$ cat config.mk
export PLATFORM = sky130hd
export DESIGN_NAME = scvp_ctrl
export DESIGN_NICKNAME = d
export VERILOG_FILES = /design/src/design/scvp_pkg.sv /design/src/design/scvp_ctrl.sv
export SDC_FILE = /design/constraint.sdc
export NUM_CORES = 1
export LEC_CHECK = 0
export ABC_CLOCK_PERIOD_IN_PS = 3200
export BUFFER_PORTS_ARGS = -buffer_cell sky130_fd_sc_hd__buf_2
export CAP_MARGIN = 25
export CELL_PAD_IN_SITES_DETAIL_PLACEMENT = 2
export CELL_PAD_IN_SITES_GLOBAL_PLACEMENT = 2
export CORE_MARGIN = 5
export CORE_UTILIZATION = 36
export CTS_BUF_LIST = sky130_fd_sc_hd__clkbuf_2
export DETAILED_ROUTE_END_ITERATION = 10
export GPL_TIMING_DRIVEN = 0
export HOLD_SLACK_MARGIN = 0.05
export PLACE_DENSITY_LB_ADDON = 0.1
export SLEW_MARGIN = 10
export SYNTH_ARGS = -nofsm -noshare
export SYNTH_HDL_FRONTEND = slang
export SYNTH_SLANG_ARGS = --single-unit
$ cat constraint.sdc
create_clock -name clock -period 3.2 [get_ports clock]
set_input_delay 0.8 -clock clock [delete_from_list [all_inputs] [get_ports clock]]
set_output_delay 0.8 -clock clock [all_outputs]
set_load 0.01 [all_outputs]
$ cat src/design/scvp_pkg.sv
// Shared constants, codes and controller/datapath interface types of the S-curve planner.
package scvp_pkg;

   localparam int VEL_WIDTH_DEF   = 32;
   localparam int COUNT_WIDTH_DEF = 16;

   localparam int TICK_W     = 16;
   localparam int TOL_W      = 31;
   localparam int SCALE_W    = 16;
   localparam int CSR_DATA_W = 31;
   localparam int CSR_IDX_W  = 2;

   localparam logic [CSR_IDX_W-1:0] CSR_ACCEL_TICKS = 2'd0;
   localparam logic [CSR_IDX_W-1:0] CSR_DECEL_TICKS = 2'd1;
   localparam logic [CSR_IDX_W-1:0] CSR_TOLERANCE   = 2'd2;
   localparam logic [CSR_IDX_W-1:0] CSR_YAW_SCALE   = 2'd3;

   localparam logic [TICK_W-1:0]  ACCEL_TICKS_RST = 16'd10;
   localparam logic [TICK_W-1:0]  DECEL_TICKS_RST = 16'd10;
   localparam logic [TOL_W-1:0]   TOLERANCE_RST   = 31'd655;
   localparam logic [SCALE_W-1:0] YAW_SCALE_RST   = 16'd256;

   localparam int NUM_AXES = 3;
   localparam int AXIS_W   = 2;
   localparam logic [AXIS_W-1:0] AXIS_X   = 2'd0;
   localparam logic [AXIS_W-1:0] AXIS_YAW = 2'd2;

   // Number of quotient bits of the ramp fraction (Q0.31).
   localparam int FRAC_W   = 31;
   localparam int ITER_W   = 5;
   localparam logic [ITER_W-1:0] ITER_LAST = 5'(FRAC_W - 1);

   localparam logic DIR_ACCEL = 1'b0;
   localparam logic DIR_DECEL = 1'b1;

   typedef enum logic [3:0] {
      OP_NONE,
      OP_CAPTURE,
      OP_LOAD,
      OP_ENTER,
      OP_SETUP,
      OP_SNAP,
      OP_DIV,
      OP_SQUARE,
      OP_SHAPE,
      OP_MUL_LO,
      OP_MUL_HI,
      OP_APPLY,
      OP_BAND,
      OP_STORE,
      OP_PUBLISH
   } op_type;

   typedef struct packed {
      op_type              op;
      logic                dir;
      logic [AXIS_W-1:0]   axis;
   } cmd_type;

   typedef struct packed {
      logic below;
      logic above;
      logic snap;
      logic rsp_free;
   } status_type;

endpackage

$ cat src/design/scvp_ctrl.sv
// Sequencer of the S-curve planner: walks the axes and the ramp steps of each.
module scvp_ctrl (
   input  logic                  clock,
   input  logic                  reset,
   input  logic                  req_valid,
   output logic                  req_ready,
   input  scvp_pkg::status_type  status,
   output scvp_pkg::cmd_type     cmd
);

   typedef enum logic [18:0] {
      S_IDLE   = 19'h00001,
      S_LOAD   = 19'h00002,
      S_TEST   = 19'h00004,
      S_ENTER  = 19'h00008,
      S_SETUP  = 19'h00010,
      S_CHECK  = 19'h00020,
      S_SNAP   = 19'h00040,
      S_DIV    = 19'h00080,
      S_SQUARE = 19'h00100,
      S_SHAPE  = 19'h00200,
      S_MUL_LO = 19'h00400,
      S_MUL_HI = 19'h00800,
      S_APPLY  = 19'h01000,
      S_BAND   = 19'h02000,
      S_STORE  = 19'h04000,
      S_DONE   = 19'h08000,
      S_SPARE0 = 19'h10000,
      S_SPARE1 = 19'h20000,
      S_SPARE2 = 19'h40000
   } state_type;

   state_type                       state_ff, state_in;
   logic [scvp_pkg::AXIS_W-1:0]     axis_ff, axis_in;
   logic                            dir_ff, dir_in;
   logic [scvp_pkg::ITER_W-1:0]     iter_ff, iter_in;

   always_ff @(posedge clock) begin
      if (reset) begin
         state_ff <= S_IDLE;
         axis_ff  <= scvp_pkg::AXIS_X;
         dir_ff   <= scvp_pkg::DIR_ACCEL;
         iter_ff  <= '0;
      end else begin
         state_ff <= state_in;
         axis_ff  <= axis_in;
         dir_ff   <= dir_in;
         iter_ff  <= iter_in;
      end
   end

   always_comb begin
      state_in  = state_ff;
      axis_in   = axis_ff;
      dir_in    = dir_ff;
      iter_in   = iter_ff;
      req_ready = 1'b0;
      cmd.op    = scvp_pkg::OP_NONE;
      cmd.dir   = dir_ff;
      cmd.axis  = axis_ff;
      unique case (state_ff)
         S_IDLE: begin
            req_ready = 1'b1;
            if (req_valid) begin
               cmd.op   = scvp_pkg::OP_CAPTURE;
               axis_in  = scvp_pkg::AXIS_X;
               state_in = S_LOAD;
            end
         end
         S_LOAD: begin
            cmd.op   = scvp_pkg::OP_LOAD;
            dir_in   = scvp_pkg::DIR_ACCEL;
            state_in = S_TEST;
         end
         S_TEST: begin
            if ((dir_ff == scvp_pkg::DIR_ACCEL) ? status.below : status.above) begin
               state_in = S_ENTER;
            end else begin
               state_in = S_BAND;
            end
         end
         S_ENTER: begin
            cmd.op   = scvp_pkg::OP_ENTER;
            state_in = S_SETUP;
         end
         S_SETUP: begin
            cmd.op   = scvp_pkg::OP_SETUP;
            state_in = S_CHECK;
         end
         S_CHECK: begin
            iter_in  = '0;
            state_in = status.snap ? S_SNAP : S_DIV;
         end
         S_SNAP: begin
            cmd.op   = scvp_pkg::OP_SNAP;
            state_in = S_BAND;
         end
         S_DIV: begin
            cmd.op  = scvp_pkg::OP_DIV;
            iter_in = iter_ff + 1'b1;
            if (iter_ff == scvp_pkg::ITER_LAST) begin
               state_in = S_SQUARE;
            end
         end
         S_SQUARE: begin
            cmd.op   = scvp_pkg::OP_SQUARE;
            state_in = S_SHAPE;
         end
         S_SHAPE: begin
            cmd.op   = scvp_pkg::OP_SHAPE;
            state_in = S_MUL_LO;
         end
         S_MUL_LO: begin
            cmd.op   = scvp_pkg::OP_MUL_LO;
            state_in = S_MUL_HI;
         end
         S_MUL_HI: begin
            cmd.op   = scvp_pkg::OP_MUL_HI;
            state_in = S_APPLY;
         end
         S_APPLY: begin
            cmd.op   = scvp_pkg::OP_APPLY;
            state_in = S_BAND;
         end
         S_BAND: begin
            cmd.op = scvp_pkg::OP_BAND;
            if (dir_ff == scvp_pkg::DIR_ACCEL) begin
               dir_in   = scvp_pkg::DIR_DECEL;
               state_in = S_TEST;
            end else begin
               state_in = S_STORE;
            end
         end
         S_STORE: begin
            cmd.op = scvp_pkg::OP_STORE;
            if (axis_ff == scvp_pkg::AXIS_YAW) begin
               state_in = S_DONE;
            end else begin
               axis_in  = axis_ff + 1'b1;
               state_in = S_LOAD;
            end
         end
         S_DONE: begin
            if (status.rsp_free) begin
               cmd.op   = scvp_pkg::OP_PUBLISH;
               state_in = S_IDLE;
            end
         end
         default: begin
            state_in = S_IDLE;
         end
      endcase
   end

endmodule

# Word-level counts from Yosys, hierarchy flattened

Cells that the tools add are included.

Output and inout port bits: 8
Register bits: 27
Input port bits: 7
Logic and storage cells: 52

Muxes and demuxes: 18
Reduce and logical (&&, ||, !) cells: 6
$add $sub $neg: 2
Eq/ne operators: 22

Operators with widths:

| cell                                                               | count |
|---|---|
| 19-bit one-hot mux with 15 select lines                            | 1 |
| 19-bit 2-to-1 mux                                                  | 3 |
| 4-bit one-hot mux with 14 select lines                             | 1 |
| 19-bit by 1-bit == test with 1-bit output (second input constant)  | 1 |
| 19-bit by 10-bit == test with 1-bit output (second input constant) | 1 |
| 19-bit by 11-bit == test with 1-bit output (second input constant) | 1 |
| 19-bit by 12-bit == test with 1-bit output (second input constant) | 1 |
| 19-bit by 13-bit == test with 1-bit output (second input constant) | 1 |
| 19-bit by 14-bit == test with 1-bit output (second input constant) | 1 |
| 19-bit by 15-bit == test with 1-bit output (second input constant) | 1 |
| 19-bit by 16-bit == test with 1-bit output (second input constant) | 1 |
| 19-bit by 2-bit == test with 1-bit output (second input constant)  | 1 |
| 19-bit by 3-bit == test with 1-bit output (second input constant)  | 1 |
| 19-bit by 4-bit == test with 1-bit output (second input constant)  | 1 |
| 19-bit by 5-bit == test with 1-bit output (second input constant)  | 1 |
| 19-bit by 6-bit == test with 1-bit output (second input constant)  | 1 |
| 19-bit by 7-bit == test with 1-bit output (second input constant)  | 1 |
| 19-bit by 8-bit == test with 1-bit output (second input constant)  | 1 |
| 19-bit by 9-bit == test with 1-bit output (second input constant)  | 1 |
| 16-bit 2-to-1 mux                                                  | 1 |
| 15-bit 2-to-1 mux                                                  | 1 |
| 14-bit 2-to-1 mux                                                  | 1 |
| 5-bit one-hot mux with 2 select lines                              | 1 |
| 8-bit 2-to-1 mux                                                   | 1 |
| 13 further kinds                                                   | 22 |

# Longest topological paths before layout

Word-level depth: 3
Mapped depth: 7
Mapped depth without buffers: 5

# Worst setup path after synthesis

No wires, ideal clock.

Path type: register to output
Start point: reg state_ff[12]
End point: out cmd[3] (netlist bit)
Path slack: 0.402 ns
Required time: 2.400 ns
Arrival time: 1.998 ns
Buffers on the path: 1
Stages on the path, launching flop included: 6
Cells stage by stage: dfxtp_1 -> buf_6 -> or4_4 -> or4_4 -> or3b_4 -> nand4_1

RTL lines:

| what                   | RTL line        | text |
|---|---|---|
| from (decl)            | scvp_ctrl.sv:33 | `state_type state_ff, state_in;` |
| from (signal assigned) | scvp_ctrl.sv:45 | `state_ff <= state_in;` |
| to (decl)              | scvp_ctrl.sv:8  | `output scvp_pkg::cmd_type cmd` |

==> results.md <==
* Status: complete, but fails checks
* Violated checks: setup timing
* Global route total overflow at 0
* Synth warn at 0
* Dominant cell type by area after synthesis: dfxtp_1
* Total CTS buffers at 3
* Largest net degree at the start of global routing at 13
* Routed vias/inst at between 5 and 6
* Mapped Avg Cell Area at approximately 8.1 um^2
* Post-synthesis sequential area ratio at roughly a third
* Slew HR at around 67%
* Worst-path maximum fanout at 6
* Synth Cell Area at roughly 1400 um^2
* WL per Instance at approximately 19 um
* N_diodes at 0
* Finished Layout Cells at 256
* Final worst slack at -0.0201 ns
* Crit. End Element: primary output
* Setup CP Type: register to primary output
* Syn Inst Count at around 180
* FF+latch count, synth at 24
* H-tree Lvls at 1
* Unrepaired setup endpoints after global routing: yes
* Clock Latency Late Sink at between 0.3 and 0.4 ns
* Overall routing resource usage at 19.1%
* Core Region at ~4000 um^2
* HP Class: register to register
* Die area at around 5300 um^2
* Critical-path top delay cell: or4_4
* Hold depth at 2
* Slew Viols, Final at 0
* TritonCTS clock tree: yes
* DRC Markers at 0
* Util after Layout at a little over two fifths
* Tightest Pin Transition at between 0.4 and 0.5 ns
* Crit start category: register
* Vias in the first global route at 1617
* Initial DRC count at 43
* GP Congestion at roughly 0.8
* Count of endpoints failing hold in the final timing report at 0
* Net count, final at 218
* Longest Clk Path Bufs at 2
* Syn nets at roughly 190
* Max Clock Skew at about 0.0045 ns
* Yosys cell types at 38
* Synth-to-layout area growth at 19.6%
* IO buf count at 14
* Drt total wl at between 4000 and 5000 um
* Top cell type's share of synthesized area at between 30% and 40%
* Routed Antenna Nets at 0
* # IOs at 15
* WP data arrival at ~2.4 ns
* Highest clock rate at between 300 and 400 MHz
* Worst hold slack at around 0.51 ns
* Pwr dens at ~330 nW/um^2
* TritonCTS Sinks at 24
* Antenna violations before repair at 0
* Worst Reg2Reg Path Length in Cells at 7
* First-pass GRT wire length at a little under 8000 um
* Cell Chain, Critical Path: buf_4 -> nor4_4 -> buf_4 -> nand2_2 -> or4_4 -> nor3b_1 -> nand2_1 -> buf_2
* Setup violators final at 2
* Static leakage power at slightly below 0.7 nW
* Via count at around 1500
* Synth top area cells: dfxtp_1, nor4b_1, nor2_1
* Rows at 23
* Die H at 73.1 um
* Slowest stage delay, CP at 0.56 ns
* Dpl cells at 241
* CTS Hold Buffers Added at 0
* Dpl hpwl at between 3000 and 4000 um
* CP most frequent cell: buf_4
* Clk root buf: clkbuf_2
* Die extent in x at 73.1 um
* Fin crit share at 101%
* Clk slew on worst S/H paths at 0.22 ns
* Detailed Routing Iterations Pass 1 at 4
* Initial Utilization at 36.3%
* WP data required at about 2.4 ns
* # Max-Cap Violations at 0
* Layout cell share with drive strength beyond 1 at between 20% and 30%
* Maximum VDD drop at about 0.14 mV
* Fin crit period at 3.22 ns
[Yosys cell counts, drive strengths merged]
library cell / instances
inv: 8
nand4: 7
nor3b: 3
buf: 5
xnor2: 4
or4: 3
or3b: 1
o21a: 1
nor3: 8
nand2: 17
o211ai: 1
nand3: 10
dfxtp: 24
and3: 2
clkbuf: 5
mux2i: 1
ha: 3
nand3b: 1
o21ai: 5
and4: 1
or3: 1
nand4b: 4
nor4b: 10
a21oi: 12
xor2: 4
or2: 3
nor2: 22
a31o: 1
nand2b: 2
nor4: 7
a41o: 1
[layout by cell type, fill, tap and decap left out, types with 2 or more instances in the layout]
master | netlist | layout
nor2_1 | 21 | 21
buf_4 | 1 | 19
dfxtp_1 | 24 | 18
buf_2 | 3 | 15
nand2_1 | 16 | 14
a21oi_1 | 12 | 12
nor4b_1 | 10 | 10
nand3_1 | 10 | 10
inv_1 | 8 | 8
nor3_1 | 8 | 8
nand4_1 | 7 | 7
o21ai_0 | 5 | 5
nor4_4 | 3 | 4
xnor2_1 | 4 | 4
xor2_1 | 4 | 4
nand4b_1 | 4 | 4
dfxtp_2 | 0 | 4
or4_4 | 2 | 3
nand2_2 | 1 | 3
nor3b_1 | 3 | 3
nor4_1 | 3 | 3
or2_2 | 3 | 3
ha_1 | 3 | 3
clkbuf_2 | 0 | 3
clkbuf_1 | 5 | 2
and3_1 | 2 | 2
nand2b_1 | 2 | 2
dfxtp_4 | 0 | 2
[stage by stage]
step | power (mW) | worst slack, ns | TNS, ns | cell area, um^2
after floorplan | 0.389 | 0.402 | 0 | 1430
after global placement | 0.423 | 0.143 | 0 | 1570
after detailed placement | 0.430 | 0.0834 | 0 | 1570
after CTS | 0.558 | 0.000476 | 0 | 1680
after global routing | 0.590 | -0.119 | -0.226 | 1710
final | 0.560 | -0.0201 | -0.0252 | 1710
[registers in the layout, indices dropped and copies added, names as in the netlist]
register,count
dir_ff,1
axis_ff,2
state_ff,16
iter_ff,5
[layer usage]
layer	vias up	share of wire, %	track usage (%)
li1	693	-	-
met1	715	45	22.9
met2	32	50	33.9
met3	17	2.2	2.62
met4	0	3.2	7.58
met5	-	0	0
[final timing paths]
kind	from	end	slack (ns)
worst min-delay path	axis_ff[0]	axis_ff[0]	0.51
worst max-delay path	state_ff[15]	cmd[4]	-0.02
worst min register to register	axis_ff[0]	axis_ff[0]	0.51
worst max register to register	state_ff[11]	state_ff[10]	0.87
[cell type report]
| class | count | area, um^2 |
|---|---|---|
| fillers | 449 | 2230 |
| multi-input cells | 135 | 887 |
| flip-flops and latches | 24 | 493 |
| repair buffers | 31 | 198 |
| well taps | 50 | 62.6 |
| inverters | 8 | 30.0 |
| plain buffers | 5 | 27.5 |
| clock buffers | 3 | 15.0 |
[report_power, final]
| group | total [mW] | internal, mW | leakage (nW) | switching (mW) |
|---|---|---|---|---|
| registers | 0.313 | 0.304 | 0.197 | 0.00967 |
| clock network | 0.118 | 0.0255 | 0.0125 | 0.0924 |
| logic | 0.128 | 0.0545 | 0.476 | 0.0738 |
[kinds of logic (layout without fill, tap and decap cells)]
kind of cell	count (synthesis)	count (layout)	share of synthesized area (%)
adders and majority gates	3	3	2.62
xor gates and xnor gates	8	8	4.89
buffers and inverters	18	47	5.76
and+or+nand+nor	102	102	44.2
muxes	1	1	0.699
DFF	24	24	33.5
AOI/OAI and AO/OA	21	21	8.30
[critical path, delay by kind of cell, from the launching register on]
kind | cells | cell delay [ns]
buffers and inverters | 3 | 0.49
flip-flops | 1 | 0.40
AND/OR/NAND/NOR | 5 | 1.20
[repair_timing]
action                                  4_1_cts  5_1_grt
gates resized for setup                      12        1
endpoints found under the hold margin         0        0
pin swaps                                     6        6
endpoints found under the setup margin        3        2
setup buffers                                11        6
(Power assumes the default switching activity.)
